## config.mk

```make
export PLATFORM = sky130hd
export DESIGN_NAME = gmd_ctrl
export DESIGN_NICKNAME = d
export VERILOG_FILES = /design/src/hdl/gmd_pkg.sv /design/src/hdl/gmd_ctrl.sv
export SDC_FILE = /design/constraint.sdc
export NUM_CORES = 1
export LEC_CHECK = 0
export ABC_CLOCK_PERIOD_IN_PS = 1500
export BUFFER_PORTS_ARGS = -buffer_cell sky130_fd_sc_hd__buf_4
export CAP_MARGIN = 20
export CORE_MARGIN = 4
export CORE_UTILIZATION = 41
export CTS_BUF_LIST = sky130_fd_sc_hd__clkbuf_2 sky130_fd_sc_hd__clkbuf_4 sky130_fd_sc_hd__clkbuf_8
export DETAILED_ROUTE_END_ITERATION = 7
export PLACE_DENSITY = 0.87
export SLEW_MARGIN = 5
export SYNTH_ARGS = -nofsm -noshare
export SYNTH_HDL_FRONTEND = slang
export SYNTH_SLANG_ARGS = --single-unit
```

## constraint.sdc

```tcl
create_clock -name clk -period 1.5 [get_ports clk]
set_input_delay 0.3 -clock clk [delete_from_list [all_inputs] [get_ports clk]]
set_output_delay 0.3 -clock clk [all_outputs]
set_load 0.02 [all_outputs]
```

## src/hdl/gmd_pkg.sv

```systemverilog
// ----------------------------------------------------------------------------
// gmd_pkg: shared types and constants for the grid maze path search
// Field widths, request and status codes, and the controller/datapath link.
// ----------------------------------------------------------------------------
package gmd_pkg;

  localparam int OP_W      = 2;
  localparam int COORD_W   = 6;
  localparam int KIND_W    = 2;
  localparam int INDEX_W   = 12;
  localparam int STATUS_W  = 2;
  localparam int LENGTH_W  = 13;
  localparam int GRID_W    = 7;
  localparam int CFG_IDX_W = 2;

  localparam logic [OP_W-1:0] OP_WRITE = 2'd0;
  localparam logic [OP_W-1:0] OP_RUN   = 2'd1;
  localparam logic [OP_W-1:0] OP_READ  = 2'd2;
  localparam logic [OP_W-1:0] OP_NONE  = 2'd3;

  localparam logic [KIND_W-1:0] KIND_FREE  = 2'd0;
  localparam logic [KIND_W-1:0] KIND_WALL  = 2'd1;
  localparam logic [KIND_W-1:0] KIND_END   = 2'd2;
  localparam logic [KIND_W-1:0] KIND_OTHER = 2'd3;

  localparam logic [STATUS_W-1:0] ST_OK    = 2'd0;
  localparam logic [STATUS_W-1:0] ST_FOUND = 2'd1;
  localparam logic [STATUS_W-1:0] ST_NONE  = 2'd2;

  localparam logic [CFG_IDX_W-1:0] CFG_WIDTH  = 2'd0;
  localparam logic [CFG_IDX_W-1:0] CFG_HEIGHT = 2'd1;

  localparam logic [GRID_W-1:0] GRID_RESET = 7'd16;

  // neighbour order: up, down, left, right
  localparam logic [1:0] DIR_UP    = 2'd0;
  localparam logic [1:0] DIR_DOWN  = 2'd1;
  localparam logic [1:0] DIR_LEFT  = 2'd2;
  localparam logic [1:0] DIR_RIGHT = 2'd3;

  typedef struct packed {
    logic                latch;
    logic                clear_step;
    logic                push_start;
    logic                first_dir;
    logic                next_dir;
    logic                probe;
    logic                push_nb;
    logic                pop;
    logic                pop_load;
    logic                read_load;
    logic                set_status;
    logic [STATUS_W-1:0] status;
    logic                out_load;
  } dp_cmd_t;

  typedef struct packed {
    logic clear_last;
    logic start_ok;
    logic at_end;
    logic nb_in_grid;
    logic nb_ok;
    logic dir_last;
    logic stack_last;
    logic out_free;
  } dp_stat_t;

endpackage

```

## src/hdl/gmd_ctrl.sv

```systemverilog
// ----------------------------------------------------------------------------
// gmd_ctrl: sequencer for the grid maze path search
// Steps the datapath through cell writes, clear, search and path reads.
// ----------------------------------------------------------------------------
module gmd_ctrl (
  input  logic                     clk,
  input  logic                     rst,
  input  logic                     req_valid,
  input  logic [gmd_pkg::OP_W-1:0] req_op,
  output logic                     req_ready,
  input  gmd_pkg::dp_stat_t        stat,
  output gmd_pkg::dp_cmd_t         cmd
);

  localparam logic [3:0] S_IDLE   = 4'd0;
  localparam logic [3:0] S_CLEAR  = 4'd1;
  localparam logic [3:0] S_START  = 4'd2;
  localparam logic [3:0] S_TEST   = 4'd3;
  localparam logic [3:0] S_PROBE  = 4'd4;
  localparam logic [3:0] S_EVAL   = 4'd5;
  localparam logic [3:0] S_POP    = 4'd6;
  localparam logic [3:0] S_POPLD  = 4'd7;
  localparam logic [3:0] S_READ   = 4'd8;
  localparam logic [3:0] S_READLD = 4'd9;
  localparam logic [3:0] S_DONE   = 4'd10;

  logic [3:0] state;
  logic [3:0] state_next;

  assign req_ready = (state == S_IDLE);

  always_comb begin
    cmd        = '0;
    state_next = state;
    unique case (state)
      S_IDLE: begin
        if (req_valid) begin
          cmd.latch = 1'b1;
          unique case (req_op)
            gmd_pkg::OP_RUN:  state_next = S_CLEAR;
            gmd_pkg::OP_READ: state_next = S_READ;
            gmd_pkg::OP_WRITE, gmd_pkg::OP_NONE: begin
              cmd.set_status = 1'b1;
              cmd.status     = gmd_pkg::ST_OK;
              state_next     = S_DONE;
            end
          endcase
        end
      end
      S_CLEAR: begin
        cmd.clear_step = 1'b1;
        if (stat.clear_last) state_next = S_START;
      end
      S_START: begin
        if (stat.start_ok) begin
          cmd.push_start = 1'b1;
          state_next     = S_TEST;
        end else begin
          cmd.set_status = 1'b1;
          cmd.status     = gmd_pkg::ST_NONE;
          state_next     = S_DONE;
        end
      end
      S_TEST: begin
        if (stat.at_end) begin
          cmd.set_status = 1'b1;
          cmd.status     = gmd_pkg::ST_FOUND;
          state_next     = S_DONE;
        end else begin
          cmd.first_dir = 1'b1;
          state_next    = S_PROBE;
        end
      end
      S_PROBE: begin
        if (stat.nb_in_grid) begin
          cmd.probe  = 1'b1;
          state_next = S_EVAL;
        end else if (stat.dir_last) begin
          state_next = S_POP;
        end else begin
          cmd.next_dir = 1'b1;
        end
      end
      S_EVAL: begin
        if (stat.nb_ok) begin
          cmd.push_nb = 1'b1;
          state_next  = S_TEST;
        end else if (stat.dir_last) begin
          state_next = S_POP;
        end else begin
          cmd.next_dir = 1'b1;
          state_next   = S_PROBE;
        end
      end
      S_POP: begin
        cmd.pop = 1'b1;
        if (stat.stack_last) begin
          cmd.set_status = 1'b1;
          cmd.status     = gmd_pkg::ST_NONE;
          state_next     = S_DONE;
        end else begin
          state_next = S_POPLD;
        end
      end
      S_POPLD: begin
        cmd.pop_load = 1'b1;
        state_next   = S_TEST;
      end
      S_READ: state_next = S_READLD;
      S_READLD: begin
        cmd.read_load = 1'b1;
        state_next    = S_DONE;
      end
      S_DONE: begin
        if (stat.out_free) begin
          cmd.out_load = 1'b1;
          state_next   = S_IDLE;
        end
      end
      default: state_next = S_IDLE;
    endcase
  end

  always_ff @(posedge clk) begin
    if (rst) begin
      state <= S_IDLE;
    end else begin
      state <= state_next;
    end
  end

endmodule

```

==> results.py, run 1 <==
metrics = {
    "place": {
        "dp_hpwl_mm": 1.60,
        "io_buffers": 27,
        "dp_slack_ns": -0.110,
        "gp_congestion": 0.868,
    },
    "floorplanning": {
        "die_h_um": 44.2,
        "rows": 12,
        "die_w_um": 44.2,
        "ios": 28,
        "start_util": 0.459,
    },
    "clock_tree": {
        "cts_buffers": 3,
        "htreeDepth": 1,
        "clock_sinks": 4,
        "cts_resized": 42,
        "cts_setup_buffers": 12,
        "cts_hold_buf": 0,
        "cts_root_buf": "clkbuf_4",
        "clock_path_buffers": 2,
    },
    "synth": {
        "synth_top_area_share": 0.149,
        "avgSynthCellArea_um2": 6.99,
        "synthCells": 77,
        "syn-cell-area_um2": 538,
        "synth-seq-cells": 4,
        "ys_warn_count": 0,
        "yosysTopAreaCell": "dfxtp_1",
        "ys_types": 33,
        "syn-num-nets": 91,
        "ys_top_cells_by_area": "dfxtp_1 (15%), nor2_1 (8.4%), a311oi_2 (5.6%), nor4b_1 (4.9%), nand2b_1 (4.7%)",
        "ys_seq_area_frac": 0.149,
    },
    "run_status": {
        "firstError": "[ERROR DPL-0038] Utilization greater than 100%, impossible to legalize",
        "lastStage": "clock tree synthesis",
        "status": "aborted with a tool error",
    },
}
Yosys cell counts:
library cell	count
nand2_1	5
o21a_1	1
a221o_1	1
o41ai_1	1
clkbuf_1	1
o311a_1	1
o211ai_1	1
nor4b_1	3
nor3b_1	1
buf_2	4
o21ai_0	4
nor2_1	12
mux2_2	1
nand2b_1	4
a2111oi_2	1
and2_1	1
nor4_1	2
inv_1	6
nand3_1	1
a21oi_1	3
and3_1	1
or4_1	1
a311oi_2	2
dfxtp_1	4
nor3_1	4
a22oi_1	1
and2_4	1
mux2i_1	2
and4_1	1
ha_1	1
or3_4	1
nand2b_2	1
nor2b_1	3
cells by family after synthesis:
kind of cell,after synthesis,synth area share
flip-flops,4,0.149
AO/OA/AOI/OAI,16,0.244
multiplexers,3,0.0581
buffers and inverters,11,0.0860
adder cells (fa/ha/maj),1,0.0233
AND/OR/NAND/NOR,42,0.440
stage by stage:
stage	TNS (ns)	hold WS, ns	area, um^2	instances
2_1_floorplan	-0.270	0.360	623	77
3_3_place_gp	-0.233	0.500	976	137
3_5_place_dp	-0.471	0.510	976	137
==> run 2: changes to the inputs <==
==> config.mk (replaced) <==
export PLATFORM = sky130hd
export DESIGN_NAME = gmd_ctrl
export DESIGN_NICKNAME = d
export VERILOG_FILES = /design/src/hdl/gmd_pkg.sv /design/src/hdl/gmd_ctrl.sv
export SDC_FILE = /design/constraint.sdc
export NUM_CORES = 1
export LEC_CHECK = 0
export ABC_CLOCK_PERIOD_IN_PS = 1950
export BUFFER_PORTS_ARGS = -buffer_cell sky130_fd_sc_hd__buf_4
export CAP_MARGIN = 20
export CORE_AREA = 4 4 65 67
export DETAILED_ROUTE_END_ITERATION = 7
export DIE_AREA = 0 0 69 71
export PLACE_DENSITY_LB_ADDON = 0.15
export SLEW_MARGIN = 5
export SYNTH_ARGS = -nofsm -noshare
export SYNTH_HDL_FRONTEND = slang
export SYNTH_SLANG_ARGS = --single-unit
==> constraint.sdc (replaced) <==
create_clock -name clk -period 1.95 [get_ports clk]
set_input_delay 0.39 -clock clk [delete_from_list [all_inputs] [get_ports clk]]
set_output_delay 0.39 -clock clk [all_outputs]
set_load 0.02 [all_outputs]
==> results.py, run 2 <==
metrics = {
    "run_status": {
        "status": "completed",
    },
    "clock_tree": {
        "clock_path_buffers": 2,
        "cts_setup_buffers": 0,
        "clk_latency_ns": 0.22,
        "clk_pin_slew_ns": 0.03,
        "cts_hold_buf": 0,
        "htreeDepth": 1,
        "cts_buffers": 3,
        "clock_sinks": 4,
        "cts_tree": "yes",
        "cts_root_buf": "clkbuf_8",
    },
    "critical_path": {
        "worstSetupPathType": "flip-flop to output pin",
        "cp_max_fo": 8,
        "worstSetupStartpointType": "flip-flop",
        "startpoint": "state[2]",
        "rrSetupSlack_ns": 0.30,
        "endpoint_kind": "output pin",
        "rr_worst_depth": 5,
        "cp.arrival_ns": 1.50,
        "r2r-end": "state[3]",
        "r2r_start": "state[0]",
        "required_ns": 1.56,
    },
    "floorplanning": {
        "core_um2": 3630,
        "rows": 22,
        "start_util": 0.148,
        "dieArea_um2": 4900,
        "die_h_um": 71,
        "die_w_um": 69,
        "ios": 28,
    },
    "timing": {
        "tightest_slew_ns": 0.435,
        "tns_ns": 0,
        "holdWs_ns": 0.374,
        "max-slew-margin-rel": 0.706,
        "finClkSkew_ns": 0.00361,
        "setup_viol": 0,
        "finalCritPeriodShare": 0.968,
        "rsz0062_at_grt": "no",
        "max_freq_ghz": 0.530,
        "hold_violations": 0,
        "maxSlewViolCount": 0,
        "finalCriticalPeriod_ns": 1.89,
    },
    "global_route": {
        "grt_first_pass_wirelength_mm": 3.54,
        "overflow": 0,
        "grt_pass1_vias": 752,
        "grt_max_degree": 15,
        "grt_usage": 0.0888,
        "grt_antenna_before_repair": 0,
    },
    "final_layout": {
        "layout_common_cells": "buf_4 (38), nor2_1 (11), inv_1 (6)",
        "diodes": 0,
        "final_nets": 129,
        "syn2layout_area_growth_pct": 76.0,
        "largest_reg_flops": 4,
        "drive_gt1_frac": 0.487,
        "design_area_um2": 947,
        "top_regs": "state: 4 flops",
        "regMostFlops": "state",
        "final_common_cell": "buf_4",
        "finalNonFillerCells": 161,
    },
    "synth": {
        "ys_warn_count": 0,
        "synthFlopType": "dfxtp_1",
        "syn-num-nets": 91,
        "syn-cell-area_um2": 538,
        "ys_seq_area_frac": 0.149,
        "synth_top_area_share": 0.149,
        "synth.top_cells.by_count": "nor2_1 (12), inv_1 (6), nand2_1 (5)",
        "synth-seq-cells": 4,
        "avgSynthCellArea_um2": 6.99,
        "synthCells": 77,
        "synth.most_common_cell": "nor2_1",
        "yosysTopAreaCell": "dfxtp_1",
        "ys_top_cells_by_area": "dfxtp_1 (15%), nor2_1 (8.4%), a311oi_2 (5.6%), nor4b_1 (4.9%), nand2b_1 (4.7%)",
        "synth_edf_count": 0,
        "ys_types": 33,
        "async_flop_share": 0,
    },
    "run": {
        "cap_violations": 0,
    },
    "pwr": {
        "p_total_w": 0.00117,
        "peakVddDrop_uv": 385,
        "power_density_nw_per_um2": 1240,
        "power.leakage_nw": 0.410,
    },
    "worst_hold_path": {
        "holdPathStages": 2,
        "min_from": "rst",
        "holdCritPathClass": "primary input to flip-flop",
        "hold_end": "state[3]",
    },
    "place": {
        "dp_hpwl_mm": 1.71,
        "io_buffers": 27,
        "post_dp_cell_area_um2": 875,
        "placedCellCount": 158,
        "gp_congestion": 0.748,
    },
    "detailed_routing": {
        "drc": 0,
        "via_count": 711,
        "drt_iter0_markers": 24,
        "totalWireLength_mm": 2.09,
        "firstDrtPassIters": 4,
        "vias_per_cell": 4.42,
        "wl_per_cell_um": 13.0,
        "detail-route-antenna-nets": 0,
    },
}
## run 2: cell counts after synthesis
No cell type changed its count.
## run 2: layout make-up
class	count	area [um^2]
Fill cell	433	2690
Multi-Input combinational cell	62	448
Timing Repair Buffer	38	285
Sequential cell	4	90.1
Tap cell	48	60.1
Clock buffer	3	41.3
Inverter	6	22.5
## run 2: cells by family (layout without fill, tap and decap cells)
family	Yosys count	count (layout)	synth area share
DFF	4	4	0.149
and+or+nand+nor	42	42	0.440
AOI/OAI and AO/OA	16	16	0.244
muxes	3	3	0.0581
adders and majority gates	1	1	0.0233
buffers and inverters	11	47	0.0860
## run 2: routing by layer
metal | vias up | wire length (um) | GRT usage
li1 | 351 | - | -
met5 | - | 0 | 0
met1 | 336 | 1010 | 0.112
met2 | 20 | 947 | 0.145
met3 | 4 | 103 | 0.0185
met4 | 0 | 26 | 0.0390
## run 2: through the flow
stage	setup WS [ns]	util
6_report	0.0615	0.261
5_1_grt	0.0126	0.261
4_1_cts	0.000809	0.253
3_5_place_dp	0.156	0.241
3_3_place_gp	0.134	0.241
2_1_floorplan	-0.0254	-
## run 2: critical path, stage by stage (launching register included)
cell and delay (ns):
dfxtp_4 0.37, buf_4 0.16, or4_1 0.53, inv_1 0.08
buf_4 0.13
## run 2: report_power, final
group	internal, W	leakage, nW	switching (W)
Combinational	0.000405	0.353	0.000397
Sequential	0.000121	0.0350	0.0000731
Clock	0.000132	0.0216	0.0000473
## run 2: worst max path at each step
stage / to / slack, ns / depth (start not counted)
finish: cmd[10] / 0.06 / 4
global route: cmd[10] / 0.01 / 5
CTS: cmd[3] / 0.0008 / 5
detailed placement: cmd[3] / 0.16 / 5
global placement: cmd[3] / 0.13 / 5
floorplan: cmd[3] / -0.03 / 4
## run 2: timing repair
action	CTS	global route
setup endpoints to repair	3	2
hold endpoints to repair	0	0
gates cloned	0	0
pin swaps	1	0
gates resized for setup	3	6
No activity file was read; power rests on OpenSTA's default activity.
==> run 3: changes to the inputs <==
--- a/config.mk
+++ b/config.mk
@@ -12,6 +12,7 @@
 export DETAILED_ROUTE_END_ITERATION = 7
 export DIE_AREA = 0 0 69 71
 export PLACE_DENSITY_LB_ADDON = 0.15
+export RECOVER_POWER = 25
 export SLEW_MARGIN = 5
 export SYNTH_ARGS = -nofsm -noshare
 export SYNTH_HDL_FRONTEND = slang
==> results.py, run 3 (same netlist as run 2, synthesis figures left out) <==
metrics = {
    "critical_path": {
        "cp.buffers_inverters": 3,
        "rrSetupSlack_ns": 0.31,
        "crit_family": "simple AND/OR/NAND/NOR gates",
        "endpoint_kind": "output pin",
        "cp.arrival_ns": 1.50,
        "cp_max_fo": 8,
        "r2r_start": "state[0]",
        "worstSetupStartpointType": "flip-flop",
        "critPathMaxStageDelay_ns": 0.53,
        "required_ns": 1.56,
        "cpMostUsedCell": "buf_4",
        "r2r-end": "state[3]",
        "rr_worst_depth": 5,
        "worstSetupPathType": "flip-flop to output pin",
        "crit_slowest_cell": "or4_1",
        "critical_path.cell_chain": "buf_4 > or4_1 > inv_1 > buf_4",
    },
    "place": {
        "gp_congestion": 0.748,
        "io_buffers": 27,
        "post_dp_cell_area_um2": 875,
        "dp_hpwl_mm": 1.71,
    },
    "final_layout": {
        "largest_reg_flops": 4,
        "drive_gt1_frac": 0.469,
        "seq_area_um2": 90.1,
        "regMostFlops": "state",
        "final_common_cell": "buf_4",
        "top_regs": "state: 4 flops",
        "syn2layout_area_growth_pct": 74.7,
        "multi_input_area_um2": 448,
        "final_nets": 129,
        "final.fill_count": 437,
        "layout_common_cells": "buf_4 (36), nor2_1 (11), inv_1 (6)",
        "design_area_um2": 940,
        "diodes": 0,
    },
    "worst_hold_path": {
        "holdCritPathClass": "primary input to flip-flop",
        "hold_end": "state[1]",
        "min_from": "rst",
        "holdPathStages": 2,
    },
    "floorplanning": {
        "die_h_um": 71,
        "die_w_um": 69,
        "start_util": 0.148,
        "core_um2": 3630,
        "dieArea_um2": 4900,
        "ios": 28,
        "rows": 22,
    },
    "timing": {
        "rsz0062_at_grt": "no",
        "setup_viol": 0,
        "maxSlewViolCount": 0,
        "tns_ns": 0,
        "max_freq_ghz": 0.530,
        "finalCriticalPeriod_ns": 1.89,
        "finClkSkew_ns": 0.00356,
        "max-slew-margin-rel": 0.706,
        "tightest_slew_ns": 0.435,
        "hold_violations": 0,
        "finalCritPeriodShare": 0.968,
    },
    "clock_tree": {
        "cts_buffers": 3,
        "clock_path_buffers": 2,
        "clk_latency_ns": 0.22,
        "clk_pin_slew_ns": 0.03,
        "cts_tree": "yes",
        "cts_setup_buffers": 0,
        "cts_root_buf": "clkbuf_8",
        "htreeDepth": 1,
        "clock_sinks": 4,
    },
    "run": {
        "cap_violations": 0,
    },
    "pwr": {
        "p_total_w": 0.00117,
        "p_int_w": 0.000657,
        "power.leakage_nw": 0.401,
        "power_density_nw_per_um2": 1250,
        "p_sw_frac": 0.439,
        "clock_power_share": 0.153,
        "seqPwrFrac": 0.165,
        "p_comb_frac": 0.682,
        "peakVddDrop_uv": 385,
        "power.switching_w": 0.000514,
    },
    "detailed_routing": {
        "vias_per_cell": 4.42,
        "wl_per_cell_um": 12.9,
        "firstDrtPassIters": 4,
        "totalWireLength_mm": 2.07,
        "drt_iter0_markers": 25,
        "detail-route-antenna-nets": 0,
        "via_count": 711,
        "drc": 0,
    },
    "global_route": {
        "overflow": 0,
        "grt_max_degree": 15,
        "grt_pass1_vias": 752,
        "grt_usage": 0.0888,
        "met2_usage": 0.145,
        "grt_util_met3": 0.0185,
        "grt_first_pass_wirelength_mm": 3.54,
        "grt_antenna_before_repair": 0,
        "gr-usage-met1": 0.112,
        "busiest_layer": "met2",
    },
    "run_status": {
        "status": "completed",
    },
}
run 3: cell count changes in the layout (fill, tap and decap cells not counted):
cell / previous run / this run
buf_4: 38 / 36
clkbuf_1: 0 / 2
run 3: how the worst max path moves through the flow:
| stage | startpoint | endpoint | slack, ns | cells past startpoint |
|---|---|---|---|---|
| finish | state[2] | cmd[10] | 0.06 | 4 |
| global route | state[0] | cmd[10] | 0.01 | 5 |
| CTS | state[0] | cmd[3] | 0.0008 | 5 |
| detailed placement | state[3] | cmd[3] | 0.16 | 5 |
| global placement | state[3] | cmd[3] | 0.13 | 5 |
| floorplan | state[1] | cmd[3] | -0.03 | 4 |
run 3: layer usage:
metal	up-vias	routed length [um]
met4	0	26
met5	-	0
met1	334	975
li1	351	-
met3	4	118
met2	22	949
run 3: metrics by stage:
step | hold slack [ns] | utilization | setup slack, ns | instances
4_1_cts | 0.366 | 0.253 | 0.000809 | 161
3_3_place_gp | 0.611 | 0.241 | 0.134 | 158
3_5_place_dp | 0.605 | 0.241 | 0.156 | 158
6_report | 0.374 | 0.259 | 0.0616 | 161
2_1_floorplan | 0.458 | - | -0.0254 | 77
5_1_grt | 0.370 | 0.259 | 0.0126 | 161
run 3: timing repair:
item / in CTS / in global routing
hold buffers: 0 / 0
pin swaps: 1 / 0
gates resized for setup: 3 / 6
endpoints found under the setup margin: 3 / 2
run 3: layout make-up:
type,instances,share of cell area
Multi-Input combinational cell,62,0.477
Timing Repair Buffer,38,0.296
Sequential cell,4,0.0959
Tap cell,48,0.0639
Clock buffer,3,0.0439
Inverter,6,0.0240
run 3: power groups by stage:
stage / clock network [W] / registers (W) / logic [W]
detailed placement: 0 / 0.000179 / 0.000789
finish: 0.000179 / 0.000193 / 0.000798
global route: 0.000191 / 0.000199 / 0.000882
global placement: 0 / 0.000181 / 0.000794
floorplan: 0 / 0.000155 / 0.000504
CTS: 0.000187 / 0.000185 / 0.000790
